### src/hw/rtl/ssc_pkg.sv
`default_nettype none

package ssc_pkg;

	// Characters the scanner reacts to.
	localparam logic [7:0] CH_SLASH     = 8'h2F;
	localparam logic [7:0] CH_STAR      = 8'h2A;
	localparam logic [7:0] CH_BACKSLASH = 8'h5C;
	localparam logic [7:0] CH_SQUOTE    = 8'h27;
	localparam logic [7:0] CH_DQUOTE    = 8'h22;
	localparam logic [7:0] CH_LPAREN    = 8'h28;
	localparam logic [7:0] CH_RPAREN    = 8'h29;
	localparam logic [7:0] CH_LSQUARE   = 8'h5B;
	localparam logic [7:0] CH_RSQUARE   = 8'h5D;
	localparam logic [7:0] CH_COMMA     = 8'h2C;
	localparam logic [7:0] CH_SPACE     = 8'h20;
	localparam logic [7:0] CH_TAB       = 8'h09;
	localparam logic [7:0] CH_CR        = 8'h0D;

	// Defaults of the top-level parameters.
	localparam int unsigned DEF_MAX_NESTING = 255;
	localparam int unsigned DEF_OFFSET_BITS = 20;
	localparam int unsigned DEF_MAX_ENTRIES = 255;

	// Depth of the command queue between scanner and emitter.
	localparam int unsigned CMD_DEPTH = 2;

	// Number of offset-range fields carried in one command.
	localparam int unsigned CMD_RANGES = 6;

	typedef enum logic [1:0] {
		QUOTE_NONE   = 2'd0,
		QUOTE_SINGLE = 2'd1,
		QUOTE_DOUBLE = 2'd2
	} quote_t;

	// Which results one accepted byte gives rise to.
	typedef struct packed {
		logic has_split;
		logic has_final;
		logic mismatch;
	} cmd_flags_t;

endpackage

`default_nettype wire

### src/hw/rtl/ssc_cmd_fifo.sv
`default_nettype none

module ssc_cmd_fifo #(
	parameter int unsigned WIDTH = 8,
	parameter int unsigned DEPTH = 2
) (
	input  wire logic             clk,
	input  wire logic             arst_n,
	input  wire logic             wr_en,
	input  wire logic [WIDTH-1:0] wr_data,
	output logic                  full,
	input  wire logic             rd_en,
	output logic [WIDTH-1:0]      rd_data,
	output logic                  empty
);
	import ssc_pkg::*;

	localparam int unsigned AW = (DEPTH > 1) ? $clog2(DEPTH) : 1;
	localparam int unsigned CNTW = $clog2(DEPTH + 1);
	localparam logic [AW-1:0] LAST_IDX = AW'(DEPTH - 1);
	localparam logic [CNTW-1:0] FULL_CNT = CNTW'(DEPTH);

	logic [WIDTH-1:0] mem_q [DEPTH];
	logic [AW-1:0]    wr_ptr_q;
	logic [AW-1:0]    rd_ptr_q;
	logic [CNTW-1:0]  count_q;
	logic             do_wr;
	logic             do_rd;

	assign full    = (count_q == FULL_CNT);
	assign empty   = (count_q == '0);
	assign rd_data = mem_q[rd_ptr_q];
	assign do_wr   = wr_en && !full;
	assign do_rd   = rd_en && !empty;

	always_ff @(posedge clk) begin
		if (do_wr) begin
			mem_q[wr_ptr_q] <= wr_data;
		end
	end

	always_ff @(posedge clk or negedge arst_n) begin
		if (!arst_n) begin
			wr_ptr_q <= '0;
			rd_ptr_q <= '0;
			count_q  <= '0;
		end else begin
			if (do_wr) begin
				wr_ptr_q <= (wr_ptr_q == LAST_IDX) ? '0 : wr_ptr_q + 1'b1;
			end
			if (do_rd) begin
				rd_ptr_q <= (rd_ptr_q == LAST_IDX) ? '0 : rd_ptr_q + 1'b1;
			end
			if (do_wr && !do_rd) begin
				count_q <= count_q + 1'b1;
			end else if (do_rd && !do_wr) begin
				count_q <= count_q - 1'b1;
			end
		end
	end

endmodule

`default_nettype wire

### src/hw/rtl/ssc_front.sv
`default_nettype none

module ssc_front #(
	parameter int unsigned MAX_NESTING = 255,
	parameter int unsigned OFFSET_BITS = 20,
	parameter int unsigned MAX_ENTRIES = 255
) (
	input  wire logic                   clk,
	input  wire logic                   arst_n,
	input  wire logic                   accept,
	input  wire logic [7:0]             char_code,
	input  wire logic [OFFSET_BITS-1:0] position,
	input  wire logic                   is_final,
	input  wire logic [7:0]             expected_entries,
	output logic                        cmd_push,
	output ssc_pkg::cmd_flags_t         cmd_flags,
	output logic [OFFSET_BITS:0]        split_start,
	output logic [OFFSET_BITS:0]        split_end,
	output logic [7:0]                  split_num,
	output logic [OFFSET_BITS:0]        fin_start,
	output logic [OFFSET_BITS:0]        fin_end,
	output logic [7:0]                  fin_num,
	output logic [OFFSET_BITS:0]        region_start,
	output logic [OFFSET_BITS:0]        region_end,
	output logic [7:0]                  total_num
);
	import ssc_pkg::*;

	localparam int unsigned RW   = OFFSET_BITS + 1;
	localparam int unsigned NW   = $clog2(MAX_NESTING + 1);
	localparam int unsigned CW   = $clog2(MAX_ENTRIES + 1);
	localparam int unsigned CMPW = (CW > 8) ? CW : 8;
	localparam logic [NW-1:0] NEST_MAX  = NW'(MAX_NESTING);
	localparam logic [CW-1:0] COUNT_MAX = CW'(MAX_ENTRIES);

	logic          comment_q;
	quote_t        quote_q;
	logic          escape_q;
	logic          prior_q;
	logic [NW-1:0] paren_q;
	logic [NW-1:0] square_q;
	logic          seen_q;
	logic [RW-1:0] first_q;
	logic [RW-1:0] text_end_q;
	logic [CW-1:0] count_q;
	logic [RW-1:0] region_begin_q;
	logic          awaiting_q;

	logic          comment_d;
	quote_t        quote_d;
	logic          escape_d;
	logic          prior_d;
	logic [NW-1:0] paren_d;
	logic [NW-1:0] square_d;
	logic          seen_d;
	logic [RW-1:0] first_d;
	logic [RW-1:0] text_end_d;
	logic [CW-1:0] count_d;
	logic [CW-1:0] count_fin;
	logic [RW-1:0] pos_ext;
	logic [RW-1:0] next_pos;
	logic          splits;
	logic          blank;

	always_comb begin
		comment_d  = comment_q;
		quote_d    = quote_q;
		escape_d   = escape_q;
		prior_d    = prior_q;
		paren_d    = paren_q;
		square_d   = square_q;
		splits     = 1'b0;
		pos_ext    = RW'(position);
		next_pos   = pos_ext + 1'b1;
		blank      = char_code inside {CH_SPACE, [CH_TAB:CH_CR]};

		if (comment_q) begin
			if (prior_q && char_code == CH_SLASH) begin
				comment_d = 1'b0;
				prior_d   = 1'b0;
			end else begin
				prior_d = (char_code == CH_STAR);
			end
		end else if (quote_q != QUOTE_NONE) begin
			if (escape_q) begin
				escape_d = 1'b0;
			end else if (char_code == CH_BACKSLASH) begin
				escape_d = 1'b1;
			end else if ((quote_q == QUOTE_SINGLE && char_code == CH_SQUOTE) ||
			             (quote_q == QUOTE_DOUBLE && char_code == CH_DQUOTE)) begin
				quote_d = QUOTE_NONE;
			end
		end else if (prior_q && char_code == CH_STAR) begin
			comment_d = 1'b1;
			prior_d   = 1'b0;
		end else begin
			prior_d = (char_code == CH_SLASH);
			case (char_code)
				CH_SQUOTE: begin
					quote_d = QUOTE_SINGLE;
				end
				CH_DQUOTE: begin
					quote_d = QUOTE_DOUBLE;
				end
				CH_LPAREN: begin
					if (paren_q < NEST_MAX) paren_d = paren_q + 1'b1;
				end
				CH_RPAREN: begin
					if (paren_q != '0) paren_d = paren_q - 1'b1;
				end
				CH_LSQUARE: begin
					if (square_q < NEST_MAX) square_d = square_q + 1'b1;
				end
				CH_RSQUARE: begin
					if (square_q != '0) square_d = square_q - 1'b1;
				end
				CH_COMMA: begin
					splits = (paren_q == '0) && (square_q == '0);
				end
				default: begin
				end
			endcase
		end
	end

	// Entry bookkeeping: a splitting comma closes the current entry, other
	// non-blank bytes extend it; the final byte then closes what is left.
	always_comb begin
		seen_d      = seen_q;
		first_d     = first_q;
		text_end_d  = text_end_q;
		count_d     = count_q;
		split_start = seen_q ? first_q : pos_ext;
		split_end   = seen_q ? text_end_q : pos_ext;
		if (splits) begin
			if (count_q < COUNT_MAX) count_d = count_q + 1'b1;
			seen_d = 1'b0;
		end else if (!blank) begin
			if (!seen_q) first_d = pos_ext;
			seen_d     = 1'b1;
			text_end_d = next_pos;
		end
		fin_start = seen_d ? first_d : next_pos;
		fin_end   = seen_d ? text_end_d : next_pos;
		count_fin = (count_d < COUNT_MAX) ? count_d + 1'b1 : count_d;
	end

	assign split_num    = 8'(count_q);
	assign fin_num      = 8'(count_d);
	assign total_num    = 8'(count_fin);
	assign region_start = awaiting_q ? pos_ext : region_begin_q;
	assign region_end   = next_pos;

	assign cmd_flags.has_split = splits;
	assign cmd_flags.has_final = is_final;
	assign cmd_flags.mismatch  = (CMPW'(count_fin) != CMPW'(expected_entries));
	assign cmd_push            = accept && (splits || is_final);

	always_ff @(posedge clk or negedge arst_n) begin
		if (!arst_n) begin
			comment_q      <= 1'b0;
			quote_q        <= QUOTE_NONE;
			escape_q       <= 1'b0;
			prior_q        <= 1'b0;
			paren_q        <= '0;
			square_q       <= '0;
			seen_q         <= 1'b0;
			first_q        <= '0;
			text_end_q     <= '0;
			count_q        <= '0;
			region_begin_q <= '0;
			awaiting_q     <= 1'b1;
		end else if (accept) begin
			if (is_final) begin
				comment_q      <= 1'b0;
				quote_q        <= QUOTE_NONE;
				escape_q       <= 1'b0;
				prior_q        <= 1'b0;
				paren_q        <= '0;
				square_q       <= '0;
				seen_q         <= 1'b0;
				first_q        <= '0;
				text_end_q     <= '0;
				count_q        <= '0;
				region_begin_q <= '0;
				awaiting_q     <= 1'b1;
			end else begin
				comment_q      <= comment_d;
				quote_q        <= quote_d;
				escape_q       <= escape_d;
				prior_q        <= prior_d;
				paren_q        <= paren_d;
				square_q       <= square_d;
				seen_q         <= seen_d;
				first_q        <= first_d;
				text_end_q     <= text_end_d;
				count_q        <= count_d;
				region_begin_q <= region_start;
				awaiting_q     <= 1'b0;
			end
		end
	end

endmodule

`default_nettype wire

### src/hw/rtl/ssc_back.sv
`default_nettype none

module ssc_back #(
	parameter int unsigned OFFSET_BITS = 20
) (
	input  wire logic                 clk,
	input  wire logic                 arst_n,
	input  wire logic                 cmd_empty,
	output logic                      cmd_pop,
	input  wire ssc_pkg::cmd_flags_t  cmd_flags,
	input  wire logic [OFFSET_BITS:0] split_start,
	input  wire logic [OFFSET_BITS:0] split_end,
	input  wire logic [7:0]           split_num,
	input  wire logic [OFFSET_BITS:0] fin_start,
	input  wire logic [OFFSET_BITS:0] fin_end,
	input  wire logic [7:0]           fin_num,
	input  wire logic [OFFSET_BITS:0] region_start,
	input  wire logic [OFFSET_BITS:0] region_end,
	input  wire logic [7:0]           total_num,
	input  wire logic                 pop,
	output logic                      empty,
	output logic [OFFSET_BITS:0]      range_start,
	output logic [OFFSET_BITS:0]      range_end,
	output logic [7:0]                entry_number,
	output logic                      is_summary,
	output logic                      count_mismatch,
	output logic                      last_of_run
);
	import ssc_pkg::*;

	typedef enum logic [2:0] {
		PH_FIRST = 3'b001,
		PH_ENTRY = 3'b010,
		PH_SUM   = 3'b100
	} phase_t;

	phase_t phase_q;
	phase_t phase_d;
	logic   out_valid_q;
	logic   load;
	logic   emit_split;
	logic   emit_sum;
	logic   done;

	assign load       = !cmd_empty && (!out_valid_q || pop);
	assign emit_split = (phase_q == PH_FIRST) && cmd_flags.has_split;
	assign emit_sum   = (phase_q == PH_SUM);
	assign done       = emit_sum || (emit_split && !cmd_flags.has_final);
	assign cmd_pop    = load && done;
	assign empty      = !out_valid_q;

	always_comb begin
		case (phase_q)
			PH_FIRST: begin
				if (emit_split && cmd_flags.has_final) begin
					phase_d = PH_ENTRY;
				end else if (emit_split) begin
					phase_d = PH_FIRST;
				end else begin
					phase_d = PH_SUM;
				end
			end
			PH_ENTRY: begin
				phase_d = PH_SUM;
			end
			PH_SUM: begin
				phase_d = PH_FIRST;
			end
			default: begin
				phase_d = PH_FIRST;
			end
		endcase
	end

	always_ff @(posedge clk or negedge arst_n) begin
		if (!arst_n) begin
			phase_q     <= PH_FIRST;
			out_valid_q <= 1'b0;
		end else begin
			if (load) begin
				phase_q     <= phase_d;
				out_valid_q <= 1'b1;
			end else if (pop) begin
				out_valid_q <= 1'b0;
			end
		end
	end

	always_ff @(posedge clk) begin
		if (load) begin
			if (emit_split) begin
				range_start  <= split_start;
				range_end    <= split_end;
				entry_number <= split_num;
			end else if (emit_sum) begin
				range_start  <= region_start;
				range_end    <= region_end;
				entry_number <= total_num;
			end else begin
				range_start  <= fin_start;
				range_end    <= fin_end;
				entry_number <= fin_num;
			end
			is_summary     <= emit_sum;
			count_mismatch <= emit_sum && cmd_flags.mismatch;
			last_of_run    <= done;
		end
	end

endmodule

`default_nettype wire

### src/hw/rtl/selector_list_comma_splitter.sv
// Channel   Handshake          Accepted when        Payload
// ------    ---------          -------------        -------
// input     push / full        push && !full        char_code, position, is_final,
//                                                   expected_entries
// result    empty / pop        pop && !empty        range_start, range_end, entry_number,
//                                                   is_summary, count_mismatch, last_of_run
//
// One byte is taken every cycle while full is low. A byte that causes k results (k is 0
// to 3) keeps the emitter busy for all k of them; the two-entry command queue between the
// scanner and the emitter lets the input run on meanwhile, so full rises only while both
// queue entries are occupied. The first result of a byte passes through the command queue
// and the output register before it is on the ports. The asynchronous reset empties the
// queue and the output register and returns the scanner to its region start.
`default_nettype none

module selector_list_comma_splitter #(
	parameter int unsigned MAX_NESTING = ssc_pkg::DEF_MAX_NESTING,
	parameter int unsigned OFFSET_BITS = ssc_pkg::DEF_OFFSET_BITS,
	parameter int unsigned MAX_ENTRIES = ssc_pkg::DEF_MAX_ENTRIES
) (
	input  wire logic                   clk,
	input  wire logic                   arst_n,
	input  wire logic                   push,
	output logic                        full,
	input  wire logic [7:0]             char_code,
	input  wire logic [OFFSET_BITS-1:0] position,
	input  wire logic                   is_final,
	input  wire logic [7:0]             expected_entries,
	output logic                        empty,
	input  wire logic                   pop,
	output logic [OFFSET_BITS:0]        range_start,
	output logic [OFFSET_BITS:0]        range_end,
	output logic [7:0]                  entry_number,
	output logic                        is_summary,
	output logic                        count_mismatch,
	output logic                        last_of_run
);
	import ssc_pkg::*;

	localparam int unsigned RW = OFFSET_BITS + 1;
	// Flags, six offset ranges and three entry numbers.
	localparam int unsigned CMD_W = $bits(cmd_flags_t) + CMD_RANGES * RW + 3 * 8;

	// The front end sees an input transaction whenever the queue has room.
	logic               accept;
	logic               cmd_push;
	logic               cmd_full;
	logic               cmd_empty;
	logic               cmd_pop;
	logic [CMD_W-1:0]   cmd_wdata;
	logic [CMD_W-1:0]   cmd_rdata;

	cmd_flags_t         wr_flags;
	logic [RW-1:0]      wr_split_start;
	logic [RW-1:0]      wr_split_end;
	logic [7:0]         wr_split_num;
	logic [RW-1:0]      wr_fin_start;
	logic [RW-1:0]      wr_fin_end;
	logic [7:0]         wr_fin_num;
	logic [RW-1:0]      wr_region_start;
	logic [RW-1:0]      wr_region_end;
	logic [7:0]         wr_total_num;

	cmd_flags_t         rd_flags;
	logic [RW-1:0]      rd_split_start;
	logic [RW-1:0]      rd_split_end;
	logic [7:0]         rd_split_num;
	logic [RW-1:0]      rd_fin_start;
	logic [RW-1:0]      rd_fin_end;
	logic [7:0]         rd_fin_num;
	logic [RW-1:0]      rd_region_start;
	logic [RW-1:0]      rd_region_end;
	logic [7:0]         rd_total_num;

	assign full   = cmd_full;
	assign accept = push && !cmd_full;

	// The scanner classifies every byte and, where the byte closes an entry or
	// the region, hands one command describing all of its results to the queue.
	ssc_front #(
		.MAX_NESTING (MAX_NESTING),
		.OFFSET_BITS (OFFSET_BITS),
		.MAX_ENTRIES (MAX_ENTRIES)
	) u_front (
		.clk              (clk),
		.arst_n           (arst_n),
		.accept           (accept),
		.char_code        (char_code),
		.position         (position),
		.is_final         (is_final),
		.expected_entries (expected_entries),
		.cmd_push         (cmd_push),
		.cmd_flags        (wr_flags),
		.split_start      (wr_split_start),
		.split_end        (wr_split_end),
		.split_num        (wr_split_num),
		.fin_start        (wr_fin_start),
		.fin_end          (wr_fin_end),
		.fin_num          (wr_fin_num),
		.region_start     (wr_region_start),
		.region_end       (wr_region_end),
		.total_num        (wr_total_num)
	);

	assign cmd_wdata = {wr_flags, wr_split_start, wr_split_end, wr_split_num,
	                    wr_fin_start, wr_fin_end, wr_fin_num,
	                    wr_region_start, wr_region_end, wr_total_num};

	ssc_cmd_fifo #(
		.WIDTH (CMD_W),
		.DEPTH (CMD_DEPTH)
	) u_queue (
		.clk     (clk),
		.arst_n  (arst_n),
		.wr_en   (cmd_push),
		.wr_data (cmd_wdata),
		.full    (cmd_full),
		.rd_en   (cmd_pop),
		.rd_data (cmd_rdata),
		.empty   (cmd_empty)
	);

	assign {rd_flags, rd_split_start, rd_split_end, rd_split_num,
	        rd_fin_start, rd_fin_end, rd_fin_num,
	        rd_region_start, rd_region_end, rd_total_num} = cmd_rdata;

	// The emitter walks each command through its one to three results and
	// keeps the current one in its output register until it is popped.
	ssc_back #(
		.OFFSET_BITS (OFFSET_BITS)
	) u_back (
		.clk            (clk),
		.arst_n         (arst_n),
		.cmd_empty      (cmd_empty),
		.cmd_pop        (cmd_pop),
		.cmd_flags      (rd_flags),
		.split_start    (rd_split_start),
		.split_end      (rd_split_end),
		.split_num      (rd_split_num),
		.fin_start      (rd_fin_start),
		.fin_end        (rd_fin_end),
		.fin_num        (rd_fin_num),
		.region_start   (rd_region_start),
		.region_end     (rd_region_end),
		.total_num      (rd_total_num),
		.pop            (pop),
		.empty          (empty),
		.range_start    (range_start),
		.range_end      (range_end),
		.entry_number   (entry_number),
		.is_summary     (is_summary),
		.count_mismatch (count_mismatch),
		.last_of_run    (last_of_run)
	);

	// A summary always ends the run of results of its byte.
	assert property (@(posedge clk) disable iff (!arst_n)
		!empty && is_summary |-> last_of_run)
		else $error("summary result without last_of_run");

	// The mismatch flag is only ever raised on a summary.
	assert property (@(posedge clk) disable iff (!arst_n)
		!empty && count_mismatch |-> is_summary)
		else $error("count_mismatch on an entry range");

	// Every queued command carries at least one result.
	assert property (@(posedge clk) disable iff (!arst_n)
		cmd_push |-> (wr_flags.has_split || wr_flags.has_final))
		else $error("empty command pushed into the queue");

	// The emitter only releases a queue entry that is there.
	assert property (@(posedge clk) disable iff (!arst_n)
		cmd_pop |-> !cmd_empty)
		else $error("command popped from an empty queue");

endmodule

`default_nettype wire
### config.mk
export PLATFORM = sky130hd
export DESIGN_NAME = selector_list_comma_splitter
export DESIGN_NICKNAME = d
export VERILOG_FILES = /design/src/hw/rtl/ssc_pkg.sv /design/src/hw/rtl/ssc_cmd_fifo.sv /design/src/hw/rtl/ssc_front.sv /design/src/hw/rtl/ssc_back.sv /design/src/hw/rtl/selector_list_comma_splitter.sv
export SDC_FILE = /design/constraint.sdc
export NUM_CORES = 1
export LEC_CHECK = 0
export BUFFER_PORTS_ARGS = -buffer_cell sky130_fd_sc_hd__buf_2
export CORE_MARGIN = 2
export CORE_UTILIZATION = 35
export DETAILED_ROUTE_END_ITERATION = 10
export SYNTH_ARGS = -nofsm -noshare
export SYNTH_HDL_FRONTEND = slang
export SYNTH_SLANG_ARGS = --single-unit
### constraint.sdc
create_clock -name clk -period 8.24 [get_ports clk]
set_input_delay 0.824 -clock clk [delete_from_list [all_inputs] [get_ports clk]]
set_output_delay 0.824 -clock clk [all_outputs]
set_load 0.01 [all_outputs]
Word level (Yosys, flattened, before mapping)
Memory sizes are Yosys's and may differ from the RTL's.
Cells that the tools add are included.

word-level totals
  register bits after elaboration = 155
  RAM bits = 306
  input port bits = 41
  logic and storage cells = 195
  memories kept = 1

memories
  name           words  width  rd ports  clocked after Yosys merged registers in  wr ports  line                source
  u_queue.mem_q  2      153    1         0                                        1         ssc_cmd_fifo.sv:23  logic [WIDTH-1:0] mem_q [DEPTH];

operators by class
  $add $sub $neg = 11
  magnitude comparators = 6
  equality and inequality tests = 30
  mux-type cells = 78
  reduce and logical (&&, ||, !) cells = 46

operators by type and width
  cell                                                                                 number
  21-bit 2-to-1 mux                                                                    16
  8-bit 2-to-1 mux                                                                     18
  8-bit by 6-bit equality test with 1-bit output, second input constant                8
  8-bit by 1-bit adder with 8-bit output, second input constant                        4
  8-bit less-than comparator, second input constant                                    4
  8-bit case mux with 2 select lines                                                   2
  1-bit 2-to-1 mux                                                                     29
  8-bit by 7-bit equality test with 1-bit output, second input constant                3
  20-bit by 1-bit adder with 21-bit output, second input constant                      1
  7-bit AND reduction                                                                  3
  1-bit logical AND                                                                    18
  2-bit 2-to-1 mux                                                                     9
  3-bit by 2-bit inequality test with 1-bit output, second input constant              6
  8-bit zero test                                                                      2
  8-bit nonzero test                                                                   2
  8-bit by 1-bit subtractor with 8-bit output, second input constant                   2
  2-bit nonzero test                                                                   5
  3-bit inequality test, second input constant                                         3
  8-bit by 4-bit greater-or-equal comparator with 1-bit output, second input constant  1
  8-bit by 4-bit <= comparator with 1-bit output, second input constant                1
  8-bit inequality test                                                                1
  1-bit zero test                                                                      6
  3-bit 2-to-1 mux                                                                     2
  2-bit inequality test, second input constant                                         3
  other kinds (16)                                                                     22

Depth between registers and ports, before layout
Gate-level depths: netlist (run 1).

  depth in word-level cells = 13
  depth in mapped cells = 15
  mapped depth without buffers = 15

Hierarchy
From an unflattened synthesis (run 1), not the netlist that was laid out.

unflattened totals
  cell total of the unflattened synthesis = 1626
  area, all modules = 21568.2 um2

modules (own cells, without submodules)
  module                        instances  cells an instance  area each (um2)  seq. area each (um2)
  ssc_cmd_fifo                  1          495                11468.5          9288.9
  ssc_front                     1          829                7248.2           2353.5
  ssc_back                      1          301                2837.7           1692.9
  selector_list_comma_splitter  1          1                  13.8             0.0

Least setup slack after synthesis (run 1)
No wires, ideal clock.

  path kind = in2reg
  start = in char_code[4]
  end = mem u_queue.mem_q[0][0] in the netlist's numbering, enable pin
  setup time = 0.668 ns
  data arrival time = 8.470 ns
  path slack = -0.899 ns
  stages on the path = 6
  buffers on the path = 0
  cells stage by stage = or3_1 > nor4_4 > nand2_1 > inv_1 > o21ai_0 > nor2_1

RTL lines
  what         line                                source
  from (decl)  selector_list_comma_splitter.sv:25  input wire logic [7:0] char_code,
  to (decl)    ssc_cmd_fifo.sv:23

==> results of run 1 <==
routing by layer:
metal / GRT usage (%) / part of all wire [%]
met1: 20.7 / 45
met2: 25.2 / 48
met3: 2.54 / 4.8
met4: 5.70 / 2.8
met5: 0 / 0.044
state kept, by name (all words and copies together), names as in the netlist, 2 cells and up:
signal,flops
u_front.split_num,8
u_back.range_start,21
u_front.paren_q,8
u_back.entry_number,8
u_back.range_end,21
u_queue.count_q,2
u_front.quote_q,2
u_front.text_end_q,21
u_front.square_q,8
u_back.phase_q,3
u_front.region_begin_q,21
u_queue.mem_q,306
u_front.first_q,21
worst max-delay path, delay by kind of cell (launching register included):
kind                     cells  cell delay [ns]
multiplexers                 1             0.38
adder cells (fa/ha/maj)      1             0.32
AO/OA/AOI/OAI                2             0.76
AND/OR/NAND/NOR              5             1.80
flip-flops                   1             0.45
XOR/XNOR                     1             0.44
final timing paths:
path,startpoint,depth (start not counted),endpoint,slack [ns]
max in group asynchronous,arst_n,2,u_front.square_q[5],6.56
max,u_front.paren_q[0],10,u_queue.mem_q[1][150],3.83
max reg2reg,u_front.paren_q[0],10,u_queue.mem_q[1][150],3.83
min reg2reg,u_front.region_begin_q[17],2,u_front.region_begin_q[17],0.48
min in group clk,u_front.region_begin_q[17],2,u_front.region_begin_q[17],0.48
min,arst_n,1,u_front.paren_q[2],0.29
placed cells by master (no fill, tap or decap), types with 4 or more instances in the layout:
cell type	netlist	routed
dfrtp_1	100	98
o21ai_0	129	129
a22o_1	28	28
a21oi_1	44	44
mux2i_1	68	68
nor3_1	15	15
clkbuf_8	0	4
clkinv_1	0	6
a21o_1	7	6
and2_1	5	4
xor2_1	16	16
nor4_1	4	4
nand4_1	13	13
clkbuf_16	0	48
o21bai_1	5	5
nor2b_1	7	7
o211ai_1	8	8
nand3_1	17	17
edfxtp_1	359	359
and3_1	7	7
clkbuf_1	59	9
buf_2	2	94
nor2_1	70	69
mux2_2	32	32
ha_1	16	16
mux4_2	50	50
a31oi_1	5	5
or2_2	4	4
o31ai_1	8	8
clkinv_2	0	8
nand2_1	267	264
nand2b_1	34	34
xnor2_1	32	32
buf_4	0	17
bufinv_16	0	8
inv_1	40	39
kinds of logic after synthesis:
group	after synthesis
AOI/OAI and AO/OA	259
xor gates and xnor gates	48
adders and majority gates	18
buffers and inverters	124
DFF	461
muxes	152
and+or+nand+nor	465
power by group through the flow:
stage | Clock (mW) | Sequential [mW] | Combinational (mW)
after floorplan | 0 | 3.52 | 1.29
after global placement | 0 | 3.53 | 1.92
after detailed placement | 0 | 3.54 | 1.97
after CTS | 2.33 | 3.50 | 1.98
after global routing | 2.41 | 3.56 | 2.14
final | 2.27 | 3.49 | 1.92
per-stage QoR:
step | hold WS [ns] | utilization (%) | setup WS, ns | instances
global placement | 0.459 | 37.6 | 3.70 | 2321
finish | 0.287 | 40.4 | 3.83 | 2411
global route | 0.335 | 40.4 | 3.44 | 2411
floorplan | 0.437 | - | 1.68 | 1527
detailed placement | 0.467 | 37.6 | 3.48 | 2321
CTS | 0.299 | 40.4 | 3.85 | 2410
layout make-up:
class / count / area, µm²
sequential: 461 / 13300
fill: 5333 / 34300
timing repair buffer: 112 / 618
tap: 765 / 957
multi-input combinational: 942 / 6560
antenna: 1 / 2.50
clock buffer: 61 / 1290
inverter: 41 / 154
clock inverter: 28 / 373
==> reports/qor.csv, run 1 <==
stage,metric,value,unit
clock_tree,clock_sinks,461,
worst_setup_path,crit_required,8.55,ns
clock_tree,cts_buffer_depth,3,
global_routing,grt_pass1_wl,71800,µm
worst_setup_path,crit_path_cell_trace,"or4_4, nor4_4, nand3_1, xnor2_1, ha_1, a21boi_2, nand3b_1, mux2_4, a2111oi_2, nand4b_1",
drt,drc,0,
worst_setup_path,crit_type,reg -> reg,
clock_tree,cts_buffers,48,
synthesis,synth_edf_count,359,
sta,period_needed,4.41,ns
clock_tree,ctsHoldBuffers,0,
worst_setup_path,critical_path.max_stage_delay,0.59,ns
sta,relSlewSlack,31.5,%
synthesis,ys_top_cells_by_count,"edfxtp_1, nand2_1, o21ai_0",
synthesis,synthSimpleGateAreaFrac,10.3,%
sta,final_max_slew_viol_count,0,
synthesis,yosys-mux-area-fraction,10.8,%
place,hpwlAfterDp,28300,µm
power,internal_power,5.33,mW
min_path,worstHoldPathType,in -> async,
synthesis,syn_area_per_cell,13.3,µm²
sta,rsz0062_at_grt,no,
sta,max_freq,0.227,GHz
sta,timing.setup.tns,0,ns
sta,fin_skew,0.0236,ns
drt,vias,12200,
synthesis,ys_ff_latch,461,
synthesis,yosys.area.top_type_share,53.0,%
global_routing,grt_pass1_vias,12400,
worst_setup_path,cp_slowest_cell,or4_4,
power,seqPwrFrac,45.4,%
synthesis,synthArstFlopShare,22.1,%
synthesis,synthDistinctLibCells,67,
power,swShare,30.7,%
layout,design_area,23300,µm²
floorplanning,io_pins,96,
layout,area_delta_synth_final,14.5,%
power,p_clk_share,29.5,%
synthesis,yosys_warnings,0,
floorplanning,dieWidth,245,µm
power,combPwrFrac,25.0,%
power,p_total,7.69,mW
power,power_leakage,8.74,nW
synthesis,synth_xor_xnor_area_share,2.07,%
power,p_per_area,330,nW/µm²
worst_setup_path,crit_path_start_kind,flop,
drt,viasPerCell,5.08,
synthesis,yosysMostFrequentCell,edfxtp_1,
clock_tree,cts_setup_buffers,0,
worst_setup_path,end_kind,flop,
power,p_sw,2.36,mW
synthesis,syn_nets,1586,
synthesis,synth-compound-area-share,7.74,%
clock_tree,cts_tree,done,
place,place_area,21600,µm²
synthesis,ys.flop_type,edfxtp_1,
layout,layout.nets,1665,
clock_tree,cts_root_buf,clkbuf_16,
run,cap_violations,0,
power,max-vdd-ir-drop,0.000165,V
sta,finalHoldViolations,0,
synthesis,synth_largest_area_cell,edfxtp_1,
global_routing,grt_overflow,0,
floorplanning,rows,88,
sta,post-route-period-util,53.6,%
floorplanning,core,57600,µm²
synthesis,synth_area,20300,µm²
worst_setup_path,critical_path_arrival,4.72,ns
synthesis,postSynthCellCount,1527,
global_routing,globalRouteTotalUtil,15.4,%
global_routing,grt_max_degree,154,
floorplanning,fp.dieArea,60100,µm²
sta,worst_pin_slew,1.03,ns
layout,layout-drive-gt1-share,18.2,%
clock_tree,insertion_delay,0.59,ns
drt,dr.first_iter.drc_count,943,
drt,dr.pass1.iters,5,
synthesis,ys_top_cells_by_area,"edfxtp_1, dfrtp_1, mux4_2, nand2_1, mux2i_1",
synthesis,synthAdderAreaFrac,1.18,%
worst_setup_path,path_max_fanout,9,
synthesis,yosysSeqAreaShare,65.6,%
drt,drt_wl_total,45700,µm
drt,final_antenna_net_count,0,
clock_tree,cts.clk_slew.worst_paths,0.06,ns
place,routabilityCongestion,0.847,
floorplanning,start_util,35.3,%
floorplanning,die_y,245,µm
synthesis,synth_top_family_by_area,multiplexers,
place,io_buffers,95,
status,status,"complete, no violations",
drt,wire_per_inst,19.0,µm
clock_tree,post_cts_resized,0,
global_routing,antenna_found_initial,4,
sta,setup_viol,0,
clock_tree,cts.htree.levels,2,
(Power assumes the default switching activity.)
==> inputs of run 2 (changes only) <==
==> constraint.sdc (replaced) <==
create_clock -name clk -period 3.95 [get_ports clk]
set_input_delay 0.395 -clock clk [delete_from_list [all_inputs] [get_ports clk]]
set_output_delay 0.395 -clock clk [all_outputs]
set_load 0.01 [all_outputs]
==> run 2 against run 1 <==
First-iteration DRC count grew 12%. Utilization grew 0.23 points. Via count grew 2.3%. Largest power group unchanged.
==> reports/qor.csv, run 2 (synthesized netlist as in run 1, its figures left out) <==
stage,metric,value,unit,change
min_path,hp-start,pop,,
power,swShare,31.7,%,+1.1 points
sta,fin_skew,0.0200,ns,-0.00367 ns
clock_tree,cts_setup_buffers,0,,unchanged
sta,finalHoldViolations,0,,unchanged
power,seqPwrFrac,46.8,%,+1.4 points
power,p_clk_share,26.9,%,-2.6 points
drt,final_antenna_net_count,0,,unchanged
sta,holdWs,0.174,ns,-0.113 ns
power,max-vdd-ir-drop,0.000368,V,+120%
power,power_leakage,8.80,nW,+0.67%
sta,worst_pin_slew,0.932,ns,-0.0950 ns
global_routing,grt_pass1_vias,12700,,+2.2%
clock_tree,clock_sinks,461,,unchanged
global_routing,grt_overflow,0,,unchanged
clock_tree,cts_root_buf,clkbuf_16,,
clock_tree,insertion_delay,0.58,ns,about the same
layout,largest_reg_flops,306,,unchanged
place,hpwlAfterDp,29600,µm,+4.7%
sta,final_max_slew_viol_count,0,,unchanged
drt,drc,0,,unchanged
worst_setup_path,crit_required,4.25,ns,-4.30 ns
power,p_per_area,667,nW/µm²,+100%
sta,max_freq,0.270,GHz,+19%
drt,dr.pass1.iters,5,,unchanged
status,status,"complete, no violations",,
drt,wire_per_inst,19.5,µm,+2.9%
clock_tree,cts_buffers,47,,-2.1%
global_routing,grt_pass1_wl,74600,µm,+3.9%
min_path,worstHoldPathType,in -> reg,,
floorplanning,core,57600,µm²,unchanged
global_routing,globalRouteTotalUtil,16.0,%,+0.57 points
global_routing,grt_max_degree,90,,-42%
global_routing,antenna_found_initial,4,,unchanged
worst_setup_path,path_max_fanout,7,,-2
sta,period_needed,3.70,ns,-0.711 ns
layout,nFillCells,5299,,-0.64%
sta,post-route-period-util,93.7,%,+40 points
clock_tree,cts.htree.levels,2,,unchanged
layout,layout-drive-gt1-share,19.5,%,+1.3 points
layout,final_common_cell,edfxtp_1,,
run,cap_violations,0,,unchanged
place,io_buffers,95,,unchanged
worst_setup_path,critical_path_arrival,4.00,ns,-0.72 ns
clock_tree,cts_buffer_depth,3,,unchanged
layout,largest_register,u_queue.mem_q,,
worst_setup_path,crit_path_start_kind,flop,,
sta,rsz0062_at_grt,no,,
floorplanning,dieWidth,245,µm,unchanged
floorplanning,rows,88,,unchanged
place,routabilityCongestion,0.857,,+1.3%
layout,layout_common_cells,"edfxtp_1, nand2_1, o21ai_0",,
sta,relSlewSlack,37.9,%,+6.3 points
drt,viasPerCell,5.14,,+1.3%
floorplanning,io_pins,96,,unchanged
clock_tree,cts_tree,done,,
power,internal_power,10.7,mW,+100%
layout,layout.nets,1689,,+1.4%
worst_setup_path,cp-startpoint,u_front.split_num[1],,
worst_setup_path,end_kind,flop,,
power,p_sw,4.95,mW,+110%
sta,setup_viol,0,,unchanged
worst_setup_path,rrSetupSlack,0.25,ns,-3.58 ns
power,p_total,15.6,mW,+100%
clock_tree,cts.clk_slew.worst_paths,0.06,ns,about the same
drt,vias,12500,,+2.3%
layout,area_delta_synth_final,15.2,%,
worst_setup_path,crit_type,reg -> reg,,
drt,dr.first_iter.drc_count,1053,,+12%
floorplanning,die_y,245,µm,unchanged
floorplanning,fp.dieArea,60100,µm²,unchanged
worst_setup_path,regToRegStartpoint,u_front.split_num[1],,
floorplanning,start_util,35.3,%,unchanged
power,combPwrFrac,26.3,%,+1.3 points
drt,drt_wl_total,47500,µm,+3.9%
## run 2: cell count changes in the layout (fill, tap and decap cells not counted), moves of 2 or more
cell | before | now
buf_4 | 17 | 32
buf_12 | 1 | 10
bufinv_16 | 8 | 0
clkbuf_1 | 9 | 11
clkinv_1 | 6 | 8
clkinv_2 | 8 | 10
clkinv_4 | 0 | 2
inv_6 | 2 | 0
nor2_1 | 69 | 67
nor2_2 | 0 | 2
nor4_1 | 4 | 2
nor4_2 | 1 | 3
## run 2: final timing paths
check | to | cells after the start
worst max-delay path | u_queue.mem_q[0][150] | 11
worst min-delay path | u_back.out_valid_q | 3
worst max register to register | u_queue.mem_q[0][150] | 11
worst min register to register | u_front.region_begin_q[8] | 2
max in group asynchronous | u_front.region_begin_q[9] | 3
min in group asynchronous | u_front.prior_q | 2
## run 2: cell type report
cell class	instances	area [µm²]	share of cell area, %
multi-input combinational	942	6600	28.2
clock buffer	63	1310	5.59
antenna	1	2.50	0.0107
timing repair buffer	137	921	3.93
tap	765	957	4.09
inverter	41	154	0.657
clock inverter	24	140	0.598
sequential	461	13300	56.9
## run 2: what timing repair did
action	in CTS	in global routing
endpoints found under the hold margin	57	0
gates resized for setup	0	6
setup endpoints to repair	0	2
hold buffers	1	0
## run 2: worst max-delay path: stages (launching register included)
cell,delay [ns]
dfrtp_1,0.44
ha_2,0.30
nand4_1,0.24
or2_2,0.41
nand3_2,0.12
mux2_2,0.36
ha_1,0.26
a21boi_4,0.17
nand3b_1,0.22
mux2_4,0.35
a2111oi_2,0.36
nand4b_1,0.18
## run 2: power groups by stage
stage	combinational (mW)	clock (mW)	sequential, mW
floorplan	2.70	0	7.31
global placement	4.10	0	7.36
detailed placement	4.18	0	7.40
CTS	4.20	4.33	7.32
global route	4.56	4.52	7.43
finish	4.11	4.20	7.31
## run 2: per-stage QoR
stage	util (%)	worst slack, ns	instance area, µm²	TNS [ns]	cells
after floorplan	-	-0.463	20400	-70.82	1527
after global placement	38.1	0.261	21900	0	2345
after detailed placement	38.1	0.134	21900	0	2345
after CTS	40.6	0.125	23400	0	2433
after global routing	40.7	0.0338	23400	0	2433
final	40.7	0.248	23400	0	2434
## run 2: layer usage
layer | GRT usage, % | part of all wire [%] | vias up
met4 | 4.48 | 2.2 | 6
met2 | 25.8 | 47 | 287
li1 | - | - | 5830
met5 | 0 | 0.059 | -
met3 | 3.37 | 5.1 | 74
met1 | 21.7 | 45 | 6325
